**config.mk**
```make
export PLATFORM = sky130hd
export DESIGN_NAME = blru_outbuf
export DESIGN_NICKNAME = d
export VERILOG_FILES = /design/src/rtl/blru_pkg.sv /design/src/rtl/blru_outbuf.sv
export SDC_FILE = /design/constraint.sdc
export NUM_CORES = 1
export LEC_CHECK = 0
export BUFFER_PORTS_ARGS = -buffer_cell sky130_fd_sc_hd__buf_4
export CORE_MARGIN = 8
export CORE_UTILIZATION = 28
export CTS_BUF_LIST = sky130_fd_sc_hd__clkbuf_8 sky130_fd_sc_hd__clkbuf_16
export CTS_CLUSTER_SIZE = 20
export DETAILED_ROUTE_END_ITERATION = 7
export MAX_ROUTING_LAYER = met4
export PLACE_DENSITY = 0.66
export SYNTH_ARGS = -nofsm -noshare
export SYNTH_HDL_FRONTEND = slang
export SYNTH_SLANG_ARGS = --single-unit
```
**constraint.sdc**
```tcl
create_clock -name clk -period 1.1 [get_ports clk]
set_clock_uncertainty 0.1 [all_clocks]
set_input_delay 0.055 -clock clk [delete_from_list [all_inputs] [get_ports clk]]
set_output_delay 0.055 -clock clk [all_outputs]
set_load 0.005 [all_outputs]
```
**src/rtl/blru_pkg.sv**
```systemverilog
// ----------------------------------------------------------------------------
// blru_pkg: shared types and constants of the lru buffer cache
// command codes, entry record layout and result record
// ----------------------------------------------------------------------------
`default_nettype none
package blru_pkg;

  localparam int NumBuffersDefault = 64;

  localparam logic [3:0] CMD_GET         = 4'd0;
  localparam logic [3:0] CMD_RELEASE     = 4'd1;
  localparam logic [3:0] CMD_SET_DIRTY   = 4'd2;
  localparam logic [3:0] CMD_CLR_DIRTY   = 4'd3;
  localparam logic [3:0] CMD_LOCK        = 4'd4;
  localparam logic [3:0] CMD_UNLOCK      = 4'd5;
  localparam logic [3:0] CMD_SET_UPTD    = 4'd6;
  localparam logic [3:0] CMD_CLR_UPTD    = 4'd7;
  localparam logic [3:0] CMD_INVALIDATE  = 4'd8;

  localparam logic [1:0] ST_OK       = 2'd0;
  localparam logic [1:0] ST_NO_FREE  = 2'd1;
  localparam logic [1:0] ST_UNDERRUN = 2'd2;

  // one table entry as stored in the entry memory
  typedef struct packed {
    logic [15:0] dev;
    logic [31:0] blk;
    logic [7:0]  cnt;
    logic        locked;
    logic        dirty;
    logic        uptodate;
  } entry_t;

  typedef struct packed {
    logic [5:0] entry_index;
    logic       hit;
    logic [1:0] status;
    logic       is_uptodate;
    logic       is_dirty;
    logic       is_locked;
    logic [7:0] ref_count;
  } result_t;

endpackage
`default_nettype wire

```
**src/rtl/blru_outbuf.sv**
```systemverilog
// ----------------------------------------------------------------------------
// blru_outbuf: output register holding one result item
// ----------------------------------------------------------------------------
`default_nettype none
module blru_outbuf (
  input  wire logic              clk,
  input  wire logic              rst_n,
  input  wire logic              load,
  input  wire blru_pkg::result_t din,
  output logic                   full,
  input  wire logic              take,
  output blru_pkg::result_t      dout
);
  logic              full_r;
  blru_pkg::result_t data_r;

  always_ff @(posedge clk) begin
    if (!rst_n) full_r <= 1'b0;
    else if (load) full_r <= 1'b1;
    else if (take) full_r <= 1'b0;
    if (load) data_r <= din;
  end

  assign full = full_r;
  assign dout = data_r;
endmodule
`default_nettype wire

```
Yosys cells after proc, flatten, opt, wreduce, memory -nomap -nowiden
Index checks and enable logic that the tools add are counted.
{"block": "classes", "n_mux": 2, "n_reduce_logical": 1}
{"operator": "$mux W1", "n": 2}
{"operator": "$reduce_bool A2 Y1", "n": 1}
{"block": "word_totals", "regBits": 21, "word_cells": 11, "input_bits": 24, "out_inout_bits": 21}

Longest topological paths before layout
{"block": "depth", "ltp_word": 2, "ltp_mapped": 2, "ltp_nobuf": 2}

Worst setup path before layout
No wires, ideal clock.
{"block": "synth_timing", "path_type": "register to register", "start": "register, netlist name full", "end": "register full_r (netlist: full)", "required_ps": 885, "path_slack_ps": 328, "t_arrival_ps": 558, "period_less_slack_ps": 772, "path_stages_with_launch": 3, "path_buffers": 0, "setup_time_ps": 115, "cell_sequence": "dfxtp_1 nor2b_4 o21a_1"}
{"item": "to (signal assigned)", "line_no": "blru_outbuf.sv:18", "text": "if (!rst_n) full_r <= 1'b0;"}
{"item": "to (signal assigned)", "line_no": "blru_outbuf.sv:19", "text": "else if (load) full_r <= 1'b1;"}
{"item": "to (signal assigned)", "line_no": "blru_outbuf.sv:20", "text": "else if (take) full_r <= 1'b0;"}
{"item": "to (decl)", "line_no": "blru_outbuf.sv:14", "text": "logic full_r;"}

Worst setup path after layout
{"block": "layout_timing", "start": "register data_r (netlist bit dout[10])", "end": "output dout[10] (netlist bit)"}
{"item": "from (decl)", "line_no": "blru_outbuf.sv:15", "text": "blru_pkg::result_t data_r;"}
{"item": "from (signal assigned)", "line_no": "blru_outbuf.sv:21", "text": "if (load) data_r <= din;"}
{"item": "to (decl)", "line_no": "blru_outbuf.sv:12", "text": "output blru_pkg::result_t dout"}
No word-level cell between the ends.

==> results.txt <==
----------------------------------------------------
[Yosys]
  Mapped Avg Cell Area ... 27.9 sq um
  Seq cells post-synth ... 21
  Mapped Nets ... 47
  Syn Std Cell Area ... 642 sq um
  Number of instances in the synthesized netlist ... 23
  Cells taking the most area after synthesis ... edfxtp_1 (94%), dfxtp_1 (3.1%), nor2b_4 (2.1%), o21a_1 (1.2%)
  Area share of the largest cell type after synthesis ... 0.936
  Top cell type by total area after synthesis ... edfxtp_1
  YS warnings ... 0
  Sequential-to-total area share from yosys stat ... 0.967
  Number of distinct library cell variants in the gate-level netlist after synthesis ... 4

[Detailed routing]
  Total routed wirelength ... 1.72 mm
  Number of antenna-violating nets in the routed design ... 0
  Vias after detailed routing ... 476
  DR vias/cell ... 3.97
  Drc violations ... 0
  First-pass iteration count of the detailed router ... 4
  Post-detailed-route wirelength per cell ... 14.4 um
  Iteration-0 DRC count of the detailed router ... 8

[Cells and area]
  Area overhead of the layout relative to synthesis ... 96.7%
  Area taken by multi-input logic gates ... 21.3 sq um
  Antenna diodes ... 0
  Final Net Count ... about 120
  Flip-flop and latch area ... 621 sq um
  Layout cell share with drive strength beyond 1 ... 0.522
  Fill cell count ... 168

[Global route]
  All-layer global routing usage ... 0.0860
  Via count of the first global-routing pass ... 526
  Antenna violations before repair ... 0
  First-pass GRT wire length ... 2.66 mm
  Overflow after GRT ... 0
  Largest net degree at the start of global routing ... 22

[Clock network]
  Clock Tree Root ... clkbuf_8
  Total number of H-tree levels ... 1
  CTS tree ... done
  Number of buffers inserted during clock tree synthesis ... 3
  Clk buf depth ... 2
  Clock Latency Late Sink ... 0.25 ns
  Clock-pin slew on the worst setup and hold paths ... 0.07 ns
  Number of buffers inserted by post-CTS setup repair ... 0
  TritonCTS sink count ... 21

[Place]
  Routability congestion estimate from global placement ... 0.612
  Number of buffers added on ports ... 44

[Worst hold path]
  Hold Crit Class ... primary input to flip-flop

[Floorplan]
  Ports placed on the boundary ... 45
  Die extent in x ... around 64 um
  Initial cell density of the core ... 0.293
  Number of rows created at floorplan ... 17
  Placeable core area ... 0.00219 sq mm
  Area enclosed by the die boundary ... 0.00408 sq mm
  Overall die height ... around 64 um

[Setup path]
  Critical-path top delay cell ... edfxtp_1
  CP Max Fanout ... 1
  Cells along the critical path ... buf_4
  CP required ... 0.94 ns
  Cell type group with the largest total delay on the critical path ... flip-flops
  Arrival time of the worst setup path ... between 0.7 and 0.8 ns
  CP Class ... flip-flop to primary output
  Critical path startpoint category ... flip-flop
  CP endpoint kind ... primary output
  CP bufs+invs ... 1
  Delay of the slowest critical-path stage ... 0.38 ns

[Timing]
  Final Max Tran Viols ... 0
  Worst-Margin Slew ... around 0.26 ns
  Setup repair after global routing missed its margin ... false
  Worst-case hold slack ... about 0.016 ns
  Highest Clock Rate ... ~1100 MHz
  Number of hold-slack violations in the final timing report ... 0
  Setup TNS ... 0 ns
  Fin crit period ... 0.931 ns
  Final setup vio count ... 0
  Max transition margin ... 0.824
  Final critical-path share of the clock period ... 0.846

[Power and ir drop]
  Max rail drop VDD ... 0.000759 V
  Total leakage power ... 0.000538 uW
  Pwr/cell area ... between 1000 and 1500 mW/mm^2
  Total power consumption of the routed design ... 1680 uW

[Status]
  Status ... finished clean

[Job]
  Max-Cap Viols ... 0

----------------------------------------------------
final cells by class:
cell class | instances | area share
sequential | 21 | 0.492
timing repair buffer | 65 | 0.428
tap | 28 | 0.0278
clock inverter | 1 | 0.00297
clock buffer | 3 | 0.0327
multi-input combinational | 2 | 0.0168
layer usage:
layer  GRT usage  up-vias  part of all wire
met5           -        -                 0
met1      0.0941      224              0.38
li1            -      227                 -
met3      0.0296        4             0.061
met2       0.141       21              0.54
met4      0.0334        0             0.016
where the power goes:
group | leakage, uW | total, uW | internal, uW | switching [uW]
logic | 0.000307 | 245 | 172 | 72.8
registers | 0.000204 | 960 | 944 | 16.6
clock network | 0.0000269 | 472 | 247 | 224
total | 0.000538 | 1680 | 1360 | 314
cell usage after synthesis:
library cell / n
o21a_1: 1
dfxtp_1: 1
nor2b_4: 1
edfxtp_1: 20
worst register-to-register path, cell delays in order (launching register included):
cell,delay [ns]
dfxtp_1,0.31
nor2b_4,0.12
o21a_1,0.15
cell usage in the layout (no fill, tap or decap):
cell           Yosys  layout
buf_4              0      44
clkbuf_8           0       3
dfxtp_1            1       1
dlygate4sd3_1      0      21
edfxtp_1          20      20
inv_1              0       1
nor2b_4            1       1
o21a_1             1       1
logic make-up (layout without fill, tap and decap cells):
| kind of cell | after synthesis | count (layout) | synth area share |
|---|---|---|---|
| compound gates | 1 | 1 | 0.0117 |
| simple gates | 1 | 1 | 0.0214 |
| buf+inv | 0 | 69 | 0 |
| flops | 21 | 21 | 0.967 |
registers in the layout, indices dropped and copies added (netlist names):
name,flops
dout,20
full,1
metrics by stage:
| stage | setup slack [ns] | util | std cells | area (sq um) |
|---|---|---|---|---|
| final | 0.169 | 0.576 | 120 | 1260 |
| after global placement | 0.340 | 0.460 | 95 | 1010 |
| after floorplan | 0.328 | - | 23 | 642 |
| after CTS | 0.147 | 0.576 | 120 | 1260 |
| after detailed placement | 0.328 | 0.460 | 95 | 1010 |
| after global routing | 0.130 | 0.576 | 120 | 1260 |
final timing paths:
check             end     start  cells after the start  slack, ns
min              full      take                      3       0.02
max          dout[10]  dout[10]                      1       0.17
min reg2reg      full      full                      2       0.48
max reg2reg      full      full                      2       0.32
repair_timing:
action | CTS | global route
endpoints found under the hold margin | 21 | 0
gates resized for setup | 0 | 0
hold buffers | 21 | 0
Note: power is estimated with default switching activity, not from simulation.
